--- src/rtl/bcd_pkg.sv ---
// Shared types and constants for the button click discriminator.
`default_nettype none
package bcd_pkg;

  typedef enum logic [1:0] {
    KIND_LONG_PRESS   = 2'd0,
    KIND_LONG_RELEASE = 2'd1,
    KIND_SHORT_SEQ    = 2'd2
  } event_kind_e;

  typedef enum logic {
    REG_DEBOUNCE_THRESHOLD = 1'b0,
    REG_GAP_TICKS          = 1'b1
  } reg_idx_e;

  localparam int unsigned THR_W        = 4;
  localparam int unsigned GAP_W        = 8;
  localparam int unsigned CNT_OUT_W    = 4;
  localparam int unsigned CFG_W        = 8;
  localparam logic [THR_W-1:0] THR_RST = 4'd4;
  localparam logic [GAP_W-1:0] GAP_RST = 8'd20;
  localparam logic [CNT_OUT_W-1:0] CNT_OUT_MAX = 4'd15;

  localparam int unsigned QUEUE_DEPTH = 4;
  localparam int unsigned QPTR_W      = 2;
  localparam int unsigned QCNT_W      = 3;

  typedef struct packed {
    event_kind_e            kind;
    logic [CNT_OUT_W-1:0]   clicks;
    logic                   held;
    logic                   last;
  } result_t;

  typedef struct packed {
    logic    push1st;
    logic    push2nd;
    result_t beat0;
    result_t beat1;
  } push_t;

endpackage
`default_nettype wire

--- src/rtl/button_click_discriminator_top.sv ---
// Top level of the button click discriminator.
// Usage: one raw button sample per beat on the input channel (in_valid_i,
// in_ready_o, button_level_i); each beat is one tick. Result beats leave on
// the output channel (out_valid_o, out_ready_i) carrying event_kind_o,
// click_count_o, held_after_o and last_o; last_o marks the final beat of a
// tick. A tick gives no beat, one, or two (timer expiry, then long release).
// Path: an accepted sample sits in the input register while the step logic
// writes its result beats into the queue, whose head drives the output channel.
// Throughput: one sample per cycle while the queue has room, set by the step logic;
// a tick with two results leaves as two beats through the four-beat queue.
// Stall: a sample waits in the input register while the queue has fewer than
// two free slots, and the input is refused while it waits; the head beat
// holds until taken.
// Configuration: cfg_we_i writes register cfg_idx_i (0 debounce threshold,
// 1 gap ticks) at once; the user writes only while the block is idle, which the block does not enforce.
// Reset: clears the debouncer, timer, click count and queue; the threshold
// returns to 4 and the gap to 20 ticks.
`default_nettype none
module button_click_discriminator_top
  import bcd_pkg::*;
#(
  parameter int unsigned MAX_CLICKS = 15
) (
  input  wire logic              clk_i,
  input  wire logic              rst_ni,
  input  wire logic              cfg_we_i,
  input  wire logic              cfg_idx_i,
  input  wire logic [CFG_W-1:0]  cfg_data_i,
  input  wire logic              in_valid_i,
  output logic                   in_ready_o,
  input  wire logic              button_level_i,
  output logic                   out_valid_o,
  input  wire logic              out_ready_i,
  output logic [1:0]             event_kind_o,
  output logic [3:0]             click_count_o,
  output logic                   held_after_o,
  output logic                   last_o
);

  push_t   push;
  logic    room;
  result_t head;

  bcd_core #(
    .MAX_CLICKS(MAX_CLICKS)
  ) u_core (
    .clk_i      (clk_i),
    .rst_ni     (rst_ni),
    .cfg_we_i   (cfg_we_i),
    .cfg_idx_i  (cfg_idx_i),
    .cfg_data_i (cfg_data_i),
    .in_valid_i (in_valid_i),
    .in_ready_o (in_ready_o),
    .level_i    (button_level_i),
    .room_i     (room),
    .push_o     (push)
  );

  bcd_queue u_queue (
    .clk_i       (clk_i),
    .rst_ni      (rst_ni),
    .push_i      (push),
    .room_o      (room),
    .out_valid_o (out_valid_o),
    .out_ready_i (out_ready_i),
    .head_o      (head)
  );

  assign event_kind_o  = head.kind;
  assign click_count_o = head.clicks;
  assign held_after_o  = head.held;
  assign last_o        = head.last;

endmodule
`default_nettype wire

--- src/rtl/bcd_queue.sv ---
// Result queue: takes up to two beats per cycle, hands out one per cycle while out_ready_i is high.
`default_nettype none
module bcd_queue
  import bcd_pkg::*;
(
  input  wire logic    clk_i,
  input  wire logic    rst_ni,
  input  wire push_t   push_i,
  output logic         room_o,
  output logic         out_valid_o,
  input  wire logic    out_ready_i,
  output result_t      head_o
);

  result_t              mem_q [QUEUE_DEPTH];
  logic [QPTR_W-1:0]    wr_q, wr_d, rd_q, rd_d;
  logic [QCNT_W-1:0]    cnt_q, cnt_d;
  logic                 pop;
  logic [QCNT_W-1:0]    n_push;

  assign pop         = (cnt_q != '0) && out_ready_i;
  assign out_valid_o = (cnt_q != '0);
  assign head_o      = mem_q[rd_q];
  assign room_o      = (cnt_q <= QCNT_W'(QUEUE_DEPTH - 2));
  assign n_push      = QCNT_W'(push_i.push1st) + QCNT_W'(push_i.push2nd);

  always_comb begin
    wr_d  = wr_q + QPTR_W'(n_push);
    rd_d  = rd_q + QPTR_W'(pop);
    cnt_d = cnt_q + n_push - QCNT_W'(pop);
  end

  always_ff @(posedge clk_i or negedge rst_ni) begin
    if (!rst_ni) begin
      wr_q  <= '0;
      rd_q  <= '0;
      cnt_q <= '0;
    end else begin
      wr_q  <= wr_d;
      rd_q  <= rd_d;
      cnt_q <= cnt_d;
    end
  end

  always_ff @(posedge clk_i) begin
    if (push_i.push1st) begin
      mem_q[wr_q] <= push_i.beat0;
    end
    if (push_i.push2nd) begin
      mem_q[wr_q + QPTR_W'(1)] <= push_i.beat1;
    end
  end

endmodule
`default_nettype wire

--- src/rtl/bcd_core.sv ---
// Input register, configuration registers, the per-tick timer, debouncer and click counter, and the result beats.
`default_nettype none
module bcd_core
  import bcd_pkg::*;
#(
  parameter int unsigned MAX_CLICKS = 15
) (
  input  wire logic              clk_i,
  input  wire logic              rst_ni,
  input  wire logic              cfg_we_i,
  input  wire logic              cfg_idx_i,
  input  wire logic [CFG_W-1:0]  cfg_data_i,
  input  wire logic              in_valid_i,
  output logic                   in_ready_o,
  input  wire logic              level_i,
  input  wire logic              room_i,
  output push_t                  push_o
);

  localparam int unsigned CW  = $clog2(MAX_CLICKS + 1);
  localparam int unsigned CWX = (CW > CNT_OUT_W) ? CW : CNT_OUT_W;

  logic [THR_W-1:0] thr_q;
  logic [GAP_W-1:0] gap_q;

  logic             iv_q;
  logic             lvl_q;
  logic             go;

  logic [THR_W-1:0] lc_q, lc_d;
  logic             seq_q, seq_d;
  logic             pend_q, pend_d;
  logic [GAP_W-1:0] gcnt_q, gcnt_d;
  logic [CW-1:0]    clk_q, clk_d;
  logic             hold_q, hold_d;

  logic [THR_W-1:0] thr;
  logic             expire, pressed, released, long_rel;
  logic [CWX-1:0]   clk_ext;
  logic [CNT_OUT_W-1:0] clk_sat;
  result_t          r_exp, r_rel;

  assign go         = iv_q && room_i;
  assign in_ready_o = !iv_q || go;
  assign thr        = (thr_q == '0) ? THR_W'(1) : thr_q;

  assign clk_ext = CWX'(clk_q);
  assign clk_sat = (clk_ext > CWX'(CNT_OUT_MAX)) ? CNT_OUT_MAX : clk_ext[CNT_OUT_W-1:0];

  always_comb begin
    seq_d    = seq_q;
    pend_d   = pend_q;
    gcnt_d   = gcnt_q;
    clk_d    = clk_q;
    hold_d   = hold_q;
    lc_d     = lc_q;
    pressed  = 1'b0;
    released = 1'b0;
    long_rel = 1'b0;
    expire   = pend_q && (gcnt_q <= GAP_W'(1));

    r_exp.kind   = (clk_q == '0) ? KIND_LONG_PRESS : KIND_SHORT_SEQ;
    r_exp.clicks = (clk_q == '0) ? '0 : clk_sat;
    r_exp.held   = (clk_q != '0) && hold_q;
    r_exp.last   = 1'b1;

    // gap timer
    if (pend_q) begin
      if (expire) begin
        gcnt_d = '0;
        pend_d = 1'b0;
        if (clk_q != '0) begin
          if (!hold_q) begin
            seq_d = 1'b0;
          end
          clk_d = '0;
        end
      end else begin
        gcnt_d = gcnt_q - GAP_W'(1);
      end
    end

    // debouncer
    if (lvl_q) begin
      if (lc_q < thr) begin
        lc_d    = lc_q + THR_W'(1);
        pressed = (lc_d == thr);
      end
    end else if (lc_q != '0) begin
      lc_d     = lc_q - THR_W'(1);
      released = (lc_d == '0);
    end

    if (pressed) begin
      hold_d = 1'b1;
      if (!seq_d || pend_d) begin
        gcnt_d = gap_q;
        pend_d = 1'b1;
      end
      seq_d = 1'b1;
    end else if (released) begin
      hold_d = 1'b0;
      if (seq_d) begin
        if (!pend_d) begin
          long_rel = 1'b1;
          seq_d    = 1'b0;
          clk_d    = '0;
        end else begin
          if (clk_d < CW'(MAX_CLICKS)) begin
            clk_d = clk_d + CW'(1);
          end
          gcnt_d = gap_q;
          pend_d = 1'b1;
        end
      end
    end

    r_rel.kind   = KIND_LONG_RELEASE;
    r_rel.clicks = '0;
    r_rel.held   = 1'b0;
    r_rel.last   = 1'b1;

    push_o.push1st = go && (expire || long_rel);
    push_o.push2nd = go && expire && long_rel;
    push_o.beat0   = expire ? r_exp : r_rel;
    push_o.beat1   = r_rel;
    if (expire && long_rel) begin
      push_o.beat0.last = 1'b0;
    end
  end

  always_ff @(posedge clk_i or negedge rst_ni) begin
    if (!rst_ni) begin
      thr_q  <= THR_RST;
      gap_q  <= GAP_RST;
      iv_q   <= 1'b0;
      lc_q   <= '0;
      seq_q  <= 1'b0;
      pend_q <= 1'b0;
      gcnt_q <= '0;
      clk_q  <= '0;
      hold_q <= 1'b0;
    end else begin
      if (cfg_we_i) begin
        case (reg_idx_e'(cfg_idx_i))
          REG_DEBOUNCE_THRESHOLD: thr_q <= cfg_data_i[THR_W-1:0];
          REG_GAP_TICKS:          gap_q <= cfg_data_i[GAP_W-1:0];
          default:                thr_q <= thr_q;
        endcase
      end
      if (in_ready_o) begin
        iv_q <= in_valid_i;
      end
      if (go) begin
        lc_q   <= lc_d;
        seq_q  <= seq_d;
        pend_q <= pend_d;
        gcnt_q <= gcnt_d;
        clk_q  <= clk_d;
        hold_q <= hold_d;
      end
    end
  end

  always_ff @(posedge clk_i) begin
    if (in_ready_o && in_valid_i) begin
      lvl_q <= level_i;
    end
  end

endmodule
`default_nettype wire

--- config.mk ---
export PLATFORM = sky130hd
export DESIGN_NAME = button_click_discriminator_top
export DESIGN_NICKNAME = d
export VERILOG_FILES = /design/src/rtl/bcd_pkg.sv /design/src/rtl/button_click_discriminator_top.sv /design/src/rtl/bcd_queue.sv /design/src/rtl/bcd_core.sv
export SDC_FILE = /design/constraint.sdc
export NUM_CORES = 1
export LEC_CHECK = 0
export BUFFER_PORTS_ARGS = -buffer_cell sky130_fd_sc_hd__buf_2
export CORE_ASPECT_RATIO = 1.1
export CORE_UTILIZATION = 60
export CTS_BUF_LIST = sky130_fd_sc_hd__clkbuf_4
export DETAILED_ROUTE_END_ITERATION = 16
export PLACE_DENSITY = 0.75
export SYNTH_ARGS = -nofsm -noshare
export SYNTH_HDL_FRONTEND = slang
export SYNTH_SLANG_ARGS = --single-unit
--- constraint.sdc ---
create_clock -name clk_i -period 5.7 [get_ports clk_i]
set_clock_uncertainty 0.15 [all_clocks]
set_input_delay 0.855 -clock clk_i [delete_from_list [all_inputs] [get_ports clk_i]]
set_output_delay 0.855 -clock clk_i [all_outputs]
set_load 0.01 [all_outputs]
==> results of run 1 <==
-- power groups by stage --
stage | sequential [mW] | combinational, mW | clock, mW
after floorplan | 0.697 | 0.720 | 0
after global placement | 0.792 | 0.767 | 0
after detailed placement | 0.803 | 0.794 | 0
after CTS | 0.792 | 0.799 | 0.298
after global routing | 0.816 | 0.894 | 0.322
final | 0.793 | 0.800 | 0.290
-- synthesized netlist by cell type (all sizes together), types with 5 or more instances --
master	count	area (um2)
nand2	28	107.6
mux2	13	150.1
mux2i	19	190.2
a21oi	24	120.1
a22o	17	148.9
buf	9	70.06
xnor2	12	105.1
nor2	20	75.07
o21ai	20	122.6
mux4	8	180.2
ha	16	200.2
or3	6	47.54
o221ai	5	43.79
dfrtp	36	900.9
dfxtp	32	640.6
and2	7	43.79
nand3	8	40.04
clkbuf	12	58.80
inv	22	82.58
nor3	6	35.03
-- critical path: cells and delay by family, from the launching register on --
| family | cells | cell delay (ns) |
|---|---|---|
| adders and majority gates | 4 | 1.19 |
| AOI/OAI and AO/OA | 3 | 0.73 |
| and+or+nand+nor | 2 | 0.58 |
| DFF | 1 | 0.46 |
| xor gates and xnor gates | 2 | 0.35 |
| buffers and inverters | 3 | 0.22 |
-- per-stage QoR --
step | utilization [%] | hold WS (ns)
after floorplan | - | 0.2701
after global placement | 65.26 | 0.2936
after detailed placement | 65.26 | 0.2919
after CTS | 67.12 | 0.3121
after global routing | 67.12 | 0.3444
final | 67.12 | 0.3133
-- flip-flops by register name, indices dropped and copies added, names as in the netlist --
name and count:
u_core.lc_q 4, u_queue.wr_q 2, u_core.gcnt_q 8, u_core.clk_ext 4
u_core.seq_q 1, u_core.gap_q 8, u_queue.mem_q 32, u_core.thr_q 4
u_core.pend_q 1, u_queue.rd_q 2, u_core.lvl_q 1, u_core.iv_q 1
u_core.hold_q 1, u_queue.cnt_q 3
-- logic make-up after synthesis --
| kind of cell | share of synthesized area, % |
|---|---|
| AO/OA/AOI/OAI | 18.69 |
| XOR/XNOR | 3.271 |
| adder cells (fa/ha/maj) | 5.483 |
| buffers and inverters | 5.264 |
| flip-flops | 41.09 |
| multiplexers | 12.96 |
| AND/OR/NAND/NOR | 13.24 |
-- final cells by class --
cell class              instances  area, um2  area share, %
repair buffers                 25      127.6          3.015
clock buffers                  10      75.07          1.774
flip-flops and latches         72       1650          38.99
clock inverters                 6      42.54          1.005
inverters                      22      82.58          1.951
well taps                      80      100.1          2.365
multi-input cells             272       2155          50.90
-- worst max path at each step --
stage / slack, ns / endpoint / from / cells after the start
floorplan: 2.30 / u_queue.cnt_q[2] / u_core.lc_q[0] / 15
global placement: 2.13 / u_queue.cnt_q[2] / u_core.lc_q[0] / 14
detailed placement: 2.01 / u_queue.cnt_q[2] / u_core.lc_q[0] / 14
CTS: 1.97 / u_queue.cnt_q[2] / u_core.lc_q[0] / 14
global route: 1.71 / u_queue.cnt_q[2] / u_core.lc_q[0] / 14
finish: 1.97 / u_queue.cnt_q[2] / u_core.lc_q[0] / 14
-- metal layers --
| metal | GRT usage (%) | up-vias |
|---|---|---|
| met1 | 36.92 | 1474 |
| met2 | 43.05 | 91 |
| li1 | - | 1463 |
| met5 | 0 | - |
| met4 | 10.71 | 0 |
| met3 | 5.938 | 18 |
==> key figures, run 1 <==
Critical path
  – CP Capture Type: flop
  – Critical R2R Launch: u_core.lc_q[0]
  – Crit path largest cell delay: 0.46 ns
  – R2r endpoint: u_queue.cnt_q[2]
  – Crit Path Max Fanout: 8
  – Crit Path Class: flop to flop
  – CP arrival: 3.93 ns
  – Reg2reg path depth: 14
  – Slowest CP cell: dfrtp_1
  – CP Cell Sequence: inv_1, ha_1, o21bai_1, o21ai_0, o211ai_2, or2_1, nor3_1, ha_1, inv_1, ha_1, inv_1, fa_1, xnor2_1, xnor2_1
  – Crit start category: flop
  – Reg2Reg Setup Slack: 1.97 ns
  – Critical Path RT: 5.90 ns

Final layout
  – Commonest cells after routing, fill and taps aside: 36 x dfrtp_1, 32 x dfxtp_1, 27 x nand2_1, 24 x a21oi_1, 24 x buf_2
  – Final instance area: 4233 um2
  – Fin cells: 487
  – Area Growth Syn to Fin: 5.389%
  – Share of layout cells above drive strength 1: 19.90%
  – Leading cell type in the layout, fill and taps excluded: dfrtp_1
  – Nets@finish: 434
  – Diodes inserted: 0
  – Fill cell count: 510

Detailed routing
  – Initial drt markers: 230
  – Routed wl met2: 3972 um
  – DR vias: 3046
  – Drt pass-1 iters: 6
  – Vias per cell: 6.255
  – ANT nets after route: 0
  – Met3 WL: 372 um
  – Uppermost layer routed: met4
  – DRT met1 WL: 3948 um
  – Remaining DRCs: 0
  – Routed WL: 8457 um
  – WL per Instance: 17.37 um

STA
  – Worst-margin pin slew: 0.9165 ns
  – Setup violators final: 0
  – Achievable Freq: 0.2679 GHz
  – Final period utilization: 65.50%
  – Post-route setup slack: 1.967 ns
  – Final hold viol count: 0
  – Setup TNS: 0 ns
  – Tmin final: 3.733 ns
  – RSZ-0062 raised after global routing: false
  – Max-slew violations: 0
  – Relative slew slack: 38.67%

Placed design
  – Port bufs: 24
  – Routability cong.: 0.8870
  – Setup WS pre-CTS: 2.013 ns
  – Placed Cells: 471
  – Cell Area, Placed: 4115 um2
  – DP Wirelength: 5998 um

Synth
  – Post-synth net total: 419
  – Main synth FF type: dfrtp_1
  – Number of synthesized flops with an enable pin: 1
  – Mapped cell area: 4016 um2
  – Yosys warns: 0
  – FFs w/ async S/R, synth: 54.17%
  – Seq cells post-synth: 72
  – Distinct cells, synth: 70
  – Synth Instances: 387
  – Sequential fraction of the synthesis area: 41.09%
  – Avg Synthesized Cell Area: 10.38 um2

Flow run
  – Max_cap viols: 0

Min path
  – Hold path start: u_queue.mem_q[3][0]
  – End of the worst hold path: u_queue.mem_q[3][0]
  – Worst hold path class: flop to flop
  – Hold path depth: 2

Floorplanning
  – Core area: 6306 um2
  – Die Y-Extent: 87.81 um
  – Die area: 7026 um2
  – Standard-cell row count: 30
  – Starting density of the core: 63.69%
  – Ports: 25
  – DIE WIDTH: 80.01 um

Power and ir drop
  – Reg power frac: 42.1%
  – Leak Pwr: 1.733 nW
  – Cell area power density: 444.8 nW/um2
  – Combinational power share: 42.5%
  – Clock Power Share: 15.4%
  – Post-route total power: 1.883 mW
  – Int Power: 1.068 mW
  – Peak VDD IR: 0.3056 mV
  – P_sw: 0.8146 mW
  – Sw frac: 43.27%

Clock network
  – Worst-path clk slew: 0.13 ns
  – Worst skew pair latency: 0.43 ns
  – Setup bufs post-CTS: 0
  – H-tree depth: 3
  – Post-CTS sizing: 0
  – Clock tree sinks: 72
  – CTS tree: built
  – Clock Root Buffer: clkbuf_4
  – Cts-stage hold buffer count: 0
  – Num CTS Buffers: 9
  – Clk buf depth: 2

Status
  – Outcome: completed

Global routing
  – Vias in the first global route: 2945
  – GRT Total Usage: 27.31%
  – Grt ovf: 0
  – Largest net degree at the start of global routing: 40
  – Initial antenna violation count: 0
  – First-pass GRT wire length: 14390 um
(Power assumes the default switching activity.)
==> run 2, diff against run 1 <==
--- a/config.mk
+++ b/config.mk
@@ -5,6 +5,7 @@
 export SDC_FILE = /design/constraint.sdc
 export NUM_CORES = 1
 export LEC_CHECK = 0
+export ABC_AREA = 1
 export BUFFER_PORTS_ARGS = -buffer_cell sky130_fd_sc_hd__buf_2
 export CORE_ASPECT_RATIO = 1.1
 export CORE_UTILIZATION = 60
==> constraint.sdc (replaced) <==
create_clock -name clk_i -period 3.48 [get_ports clk_i]
set_clock_uncertainty 0.15 [all_clocks]
set_input_delay 0.522 -clock clk_i [delete_from_list [all_inputs] [get_ports clk_i]]
set_output_delay 0.522 -clock clk_i [all_outputs]
set_load 0.01 [all_outputs]
==> key figures, run 2 <==
Global routing
  – Initial antenna violation count: 0 (unchanged)
  – Grt ovf: 0 (unchanged)
  – First-pass GRT wire length: 17020 um (+18%)
  – Vias in the first global route: 3871 (+31%)
  – GRT Total Usage: 27.75% (+0.45 points)
  – Largest net degree at the start of global routing: 40 (unchanged)

Clock network
  – CTS tree: built
  – Worst skew pair latency: 0.44 ns (about the same)
  – Clk buf depth: 2 (unchanged)
  – Clock Root Buffer: clkbuf_4
  – Setup bufs post-CTS: 0 (unchanged)
  – Num CTS Buffers: 9 (unchanged)
  – H-tree depth: 3 (unchanged)
  – Clock tree sinks: 72 (unchanged)
  – Worst-path clk slew: 0.13 ns (about the same)

Detailed routing
  – Routed WL: 9870 um (+17%)
  – Vias per cell: 5.313 (-15%)
  – ANT nets after route: 0 (unchanged)
  – Initial drt markers: 160 (-30%)
  – WL per Instance: 13.06 um (-25%)
  – DR vias: 4017 (+32%)
  – Remaining DRCs: 2 (+2)
  – Drt pass-1 iters: 11 (+5)

Min path
  – Worst hold path class: input pin to async pin

Critical path
  – Crit Path Max Fanout: 16 (+8)
  – Crit path largest cell delay: 0.45 ns (about the same)
  – Critical Path RT: 3.67 ns (-2.23 ns)
  – Crit path top cell by count: inv_1
  – Crit Path Class: flop to flop
  – Crit start category: flop
  – CP arrival: 3.43 ns (-0.50 ns)
  – CP Capture Type: flop
  – CP Cell Sequence: inv_1, ha_1, inv_1, nand2_1, nand2_1, nor2_4, nand2_4, nand2_4, nand2_2, nor2_4, nand2_4, nor2_8, ha_1, inv_1, ha_1, inv_1, fa_1, xnor2_1
  – Slowest CP cell: fa_1
  – Buf/Inv on CP: 4 (+1)
  – CP top delay family: simple AND/OR/NAND/NOR gates

Flow run
  – Max_cap viols: 0 (unchanged)

Final layout
  – Leading cell type in the layout, fill and taps excluded: nand2_1
  – Largest reg by FF count: u_queue.mem_q
  – Area Growth Syn to Fin: 6.254%
  – Top flop regs: u_queue.mem_q x32, u_core.gap_q x8, u_core.gcnt_q x8
  – Nets@finish: 698 (+61%)
  – Commonest cells after routing, fill and taps aside: 167 x nand2_1, 100 x inv_1, 81 x nor2_1, 53 x nand3_1, 34 x dfrtp_1
  – Share of layout cells above drive strength 1: 12.67% (-7.2 points)
  – Max FFs per register: 32 (unchanged)
  – Diodes inserted: 0 (unchanged)

Synth
  – Post-synth net total: 674 (+61%)
  – Count leader, synth: nand2_1
  – Top-area cell type share of the netlist area: 20.10% (-2.3 points)
  – Synth Instances: 642 (+66%)
  – Synth top area cells: dfrtp_1 20%, dfxtp_1 14%, nand2_1 14%
  – Avg Synthesized Cell Area: 6.981 um2 (-33%)
  – Distinct cells, synth: 39 (-44%)
  – Synth area leader: dfrtp_1
  – Number of synthesized flops with an enable pin: 1 (unchanged)
  – Yosys warns: 0 (unchanged)
  – Main synth FF type: dfrtp_1
  – Most frequent cells after synthesis: 167 x nand2_1, 100 x inv_1, 81 x nor2_1
  – FFs w/ async S/R, synth: 54.17% (unchanged)
  – Seq cells post-synth: 72 (unchanged)
  – Sequential fraction of the synthesis area: 36.82% (-4.3 points)
  – Mapped cell area: 4482 um2 (+12%)

Status
  – Outcome: finished with violations
  – Failing checks: design-rule violations

Floorplanning
  – Core area: 7127 um2 (+13%)
  – Die Y-Extent: 92.65 um (+5.5%)
  – Die area: 7820 um2 (+11%)
  – Standard-cell row count: 32 (+6.7%)
  – Starting density of the core: 62.89% (-0.80 points)
  – Ports: 25 (unchanged)
  – DIE WIDTH: 84.41 um (+5.5%)

Power and ir drop
  – Leak Pwr: 2.769 nW (+60%)
  – P_sw: 2.050 mW (+150%)
  – Clock Power Share: 10.6% (-4.8 points)
  – Combinational power share: 54.9% (+12 points)
  – Cell area power density: 889.6 nW/um2 (+100%)
  – Int Power: 2.186 mW (+100%)
  – Reg power frac: 34.5% (-7.6 points)
  – Sw frac: 48.40% (+5.1 points)
  – Peak VDD IR: 0.6373 mV (+110%)

STA
  – RSZ-0062 raised after global routing: false
  – Post-route setup slack: 0.2392 ns (-1.727 ns)
  – Final hold viol count: 0 (unchanged)
  – Setup violators final: 0 (unchanged)
  – Final period utilization: 93.13% (+28 points)
  – Setup TNS: 0 ns (unchanged)
  – Achievable Freq: 0.3086 GHz (+15%)
  – Worst-margin pin slew: 0.8748 ns (-0.04175 ns)
  – Tmin final: 3.241 ns (-0.4925 ns)
  – Max-slew violations: 0 (unchanged)
  – Relative slew slack: 41.68% (+3.0 points)

Placed design
  – Port bufs: 24 (unchanged)
  – Routability cong.: 0.8927 (+0.64%)
  – Setup WS pre-CTS: 0.2075 ns (-1.805 ns)
  – DP Wirelength: 7358 um (+23%)
run 2: power groups by stage:
stage | Sequential, mW | Clock [mW] | Combinational (mW)
global route | 1.51 | 0.495 | 2.68
finish | 1.46 | 0.449 | 2.33
detailed placement | 1.47 | 0 | 2.32
global placement | 1.46 | 0 | 2.25
CTS | 1.46 | 0.459 | 2.34
floorplan | 1.39 | 0 | 1.85
run 2: area by class of cell:
| cell class | instances | area (um2) |
|---|---|---|
| Clock inverter | 5 | 23.77 |
| Clock buffer | 11 | 82.58 |
| Timing Repair Buffer | 28 | 150.1 |
| Multi-Input combinational cell | 450 | 2350 |
| Sequential cell | 72 | 1653 |
| Fill cell | 680 | 2365 |
| Tap cell | 85 | 106.4 |
| Inverter | 105 | 396.6 |
run 2: path summary, 6_finish.rpt:
check | start | end | slack, ns | cells after the start
min reg2reg | u_queue.mem_q[2][6] | u_queue.mem_q[2][6] | 0.34 | 2
max | u_core.gcnt_q[1] | u_queue.cnt_q[2] | 0.24 | 18
min | rst_ni | u_queue.cnt_q[2] | 0.05 | 1
max in group asynchronous | rst_ni | u_core.lc_q[1] | 2.54 | 1
min in group clk_i | button_level_i | u_core.lvl_q | 0.11 | 1
max reg2reg | u_core.gcnt_q[1] | u_queue.cnt_q[2] | 0.24 | 18
run 2: metrics by stage:
| stage | std cells | power, mW | util (%) | hold WS, ns | instance area [um2] |
|---|---|---|---|---|---|
| 6_report | 756 | 4.236 | 66.82 | 0.04678 | 4762 |
| 4_1_cts | 756 | 4.252 | 66.78 | 0.07205 | 4760 |
| 3_5_place_dp | 740 | 3.795 | 65.29 | 0.3086 | 4653 |
| 2_1_floorplan | 642 | 3.236 | - | 0.07641 | 4482 |
| 3_3_place_gp | 740 | 3.709 | 65.29 | 0.3049 | 4653 |
| 5_1_grt | 756 | 4.679 | 66.82 | 0.08743 | 4762 |
run 2: cell families after synthesis:
logic type	count (synthesis)	share of synthesized area, %
multiplexers	3	0.7537
AND/OR/NAND/NOR	355	36.85
AO/OA/AOI/OAI	67	8.347
buffers and inverters	120	10.75
XOR/XNOR	8	1.563
adder cells (fa/ha/maj)	17	4.913
flip-flops	72	36.82
run 2: layer usage:
metal	global-route usage, %	part of all wire (%)	vias up
met4	10.59	1.6	0
met2	49.86	50	87
met3	4.724	4.0	14
li1	-	-	2075
met1	33.26	44	1841
met5	0	0	-
run 2: timing repair:
action	CTS	global route
resized for setup	0	2
hold buffers	0	0
endpoints found under the setup margin	0	1
==> run 3, diff against run 2 <==
==> constraint.sdc (replaced) <==
create_clock -name clk_i -period 3.4 [get_ports clk_i]
set_clock_uncertainty 0.15 [all_clocks]
set_input_delay 0.51 -clock clk_i [delete_from_list [all_inputs] [get_ports clk_i]]
set_output_delay 0.51 -clock clk_i [all_outputs]
set_load 0.01 [all_outputs]
==> key figures, run 3 (synthesis gave the netlist of run 2 again) <==
Detailed routing
  – Routed WL: 9693 um (-1.8%)
  – Vias per cell: 5.247 (-1.2%)
  – DR vias: 3967 (-1.2%)
  – ANT nets after route: 0 (unchanged)
  – WL per Instance: 12.82 um (-1.8%)
  – Remaining DRCs: 2 (unchanged)
  – Initial drt markers: 164 (+2.5%)
  – Drt pass-1 iters: 11 (unchanged)

Floorplanning
  – Die area: 7820 um2 (unchanged)
  – Core area: 7127 um2 (unchanged)
  – DIE WIDTH: 84.41 um (unchanged)
  – Starting density of the core: 62.89% (unchanged)
  – Ports: 25 (unchanged)
  – Die Y-Extent: 92.65 um (unchanged)
  – Standard-cell row count: 32 (unchanged)

Critical path
  – Slowest CP cell: fa_1
  – Critical Path RT: 3.57 ns (-0.10 ns)
  – CP Capture Type: flop
  – Reg2reg path depth: 18 (unchanged)
  – Crit start category: flop
  – Buf/Inv on CP: 4 (unchanged)
  – Critical R2R Launch: u_core.gcnt_q[1]
  – R2r endpoint: u_queue.cnt_q[2]
  – CP arrival: 3.40 ns (-0.03 ns)
  – Crit Path Max Fanout: 16 (unchanged)
  – Crit path largest cell delay: 0.42 ns (-0.03 ns)
  – Reg2Reg Setup Slack: 0.17 ns (-0.07 ns)
  – CP Cell Sequence: inv_1, ha_1, inv_1, nand2_1, nand2_1, nor2_4, nand2_4, nand2_4, nand2_2, nor2_4, nand2_4, nor2_8, ha_1, inv_1, ha_1, inv_1, fa_1, xnor2_1
  – Crit path top cell by count: inv_1
  – Crit Path Class: flop to flop
  – CP top delay family: simple AND/OR/NAND/NOR gates

Power and ir drop
  – Post-route total power: 4.346 mW (+2.6%)
  – Peak VDD IR: 0.5589 mV (-12%)
  – Leak Pwr: 2.761 nW (-0.29%)
  – Cell area power density: 911.1 nW/um2 (+2.4%)

Placed design
  – Setup WS pre-CTS: 0.1833 ns (-0.02419 ns)
  – Placed Cells: 740 (unchanged)
  – DP Wirelength: 7145 um (-2.9%)
  – Port bufs: 24 (unchanged)
  – Cell Area, Placed: 4653 um2 (unchanged)
  – Routability cong.: 0.9331 (+4.5%)

Final layout
  – Final instance area: 4770 um2 (+0.16%)
  – Top flop regs: u_queue.mem_q x32, u_core.gap_q x8, u_core.gcnt_q x8
  – Share of layout cells above drive strength 1: 12.97% (+0.30 points)
  – Diodes inserted: 0 (unchanged)
  – Leading cell type in the layout, fill and taps excluded: nand2_1
  – Commonest cells after routing, fill and taps aside: 167 x nand2_1, 100 x inv_1, 81 x nor2_1, 53 x nand3_1, 34 x dfrtp_1
  – Fill cell count: 646 (-5.0%)
  – Largest reg by FF count: u_queue.mem_q
  – Fin cells: 756 (unchanged)
  – Area Growth Syn to Fin: 6.421%
  – Final Util: 66.92% (+0.11 points)
  – Max FFs per register: 32 (unchanged)
  – Nets@finish: 698 (unchanged)

Clock network
  – Worst skew pair latency: 0.42 ns (-0.02 ns)
  – Num CTS Buffers: 9 (unchanged)
  – Clock tree sinks: 72 (unchanged)
  – Clock Root Buffer: clkbuf_4
  – H-tree depth: 3 (unchanged)
  – Setup bufs post-CTS: 0 (unchanged)
  – Cts-stage hold buffer count: 0 (unchanged)
  – Clk buf depth: 2 (unchanged)
  – Worst-path clk slew: 0.12 ns (about the same)
  – CTS tree: built

STA
  – Final hold viol count: 0 (unchanged)
  – Tmin final: 3.235 ns (-0.005978 ns)
  – Post-route setup slack: 0.1652 ns (-0.07402 ns)
  – Hold WS: 0.04199 ns (-0.004794 ns)
  – Worst-margin pin slew: 0.8816 ns (+0.006840 ns)
  – Achievable Freq: 0.3091 GHz (+0.18%)
  – Setup violators final: 0 (unchanged)
  – Relative slew slack: 41.23% (-0.46 points)
  – Final period utilization: 95.14% (+2.0 points)
  – RSZ-0062 raised after global routing: false
  – Setup TNS: 0 ns (unchanged)
  – Max-slew violations: 0 (unchanged)

Global routing
  – GRT Total Usage: 27.54% (-0.21 points)
  – Largest net degree at the start of global routing: 40 (unchanged)
  – First-pass GRT wire length: 17130 um (+0.61%)
  – Grt ovf: 0 (unchanged)
  – Vias in the first global route: 3865 (-0.15%)
  – Initial antenna violation count: 0 (unchanged)

Status
  – Outcome: finished with violations
  – Failing checks: design-rule violations

Flow run
  – Max_cap viols: 0 (unchanged)

Min path
  – Worst hold path class: input pin to async pin
## run 3: routing by layer
metal,track usage [%],share of wire (%),routed length (um),vias to the layer above
met4,10.17,1.8,177,0
met2,50.41,50,4803,90
met1,32.63,45,4363,1791
li1,-,-,-,2067
met5,0,0,0,-
met3,4.278,3.6,349,19
## run 3: layout make-up
class | instances | area (um2) | share of cell area [%]
Multi-Input combinational cell | 450 | 2350 | 49.27
Sequential cell | 72 | 1653 | 34.65
Inverter | 105 | 396.6 | 8.316
Timing Repair Buffer | 28 | 150.1 | 3.148
Tap cell | 85 | 106.4 | 2.230
Clock buffer | 9 | 67.56 | 1.417
Clock inverter | 7 | 46.29 | 0.9706
## run 3: power breakdown
group	internal [mW]	switching [mW]	total (mW)
clock	0.148	0.319	0.467
sequential	1.22	0.286	1.51
combinational	0.855	1.52	2.37
## run 3: worst max path at each step
stage	end	from	slack, ns	depth (start not counted)
after global placement	u_queue.cnt_q[2]	u_core.gcnt_q[0]	0.27	18
after CTS	u_queue.cnt_q[2]	u_core.gcnt_q[0]	0.18	18
after global routing	u_queue.cnt_q[2]	u_core.gcnt_q[0]	0.0005	18
final	u_queue.cnt_q[2]	u_core.gcnt_q[1]	0.17	18
after floorplan	u_queue.cnt_q[2]	u_core.lc_q[0]	0.42	17
after detailed placement	u_queue.cnt_q[2]	u_core.gcnt_q[0]	0.18	18
## run 3: timing repair
action	in CTS	in global routing
resized for setup	0	2
hold endpoints to repair	0	0
endpoints found under the setup margin	0	1
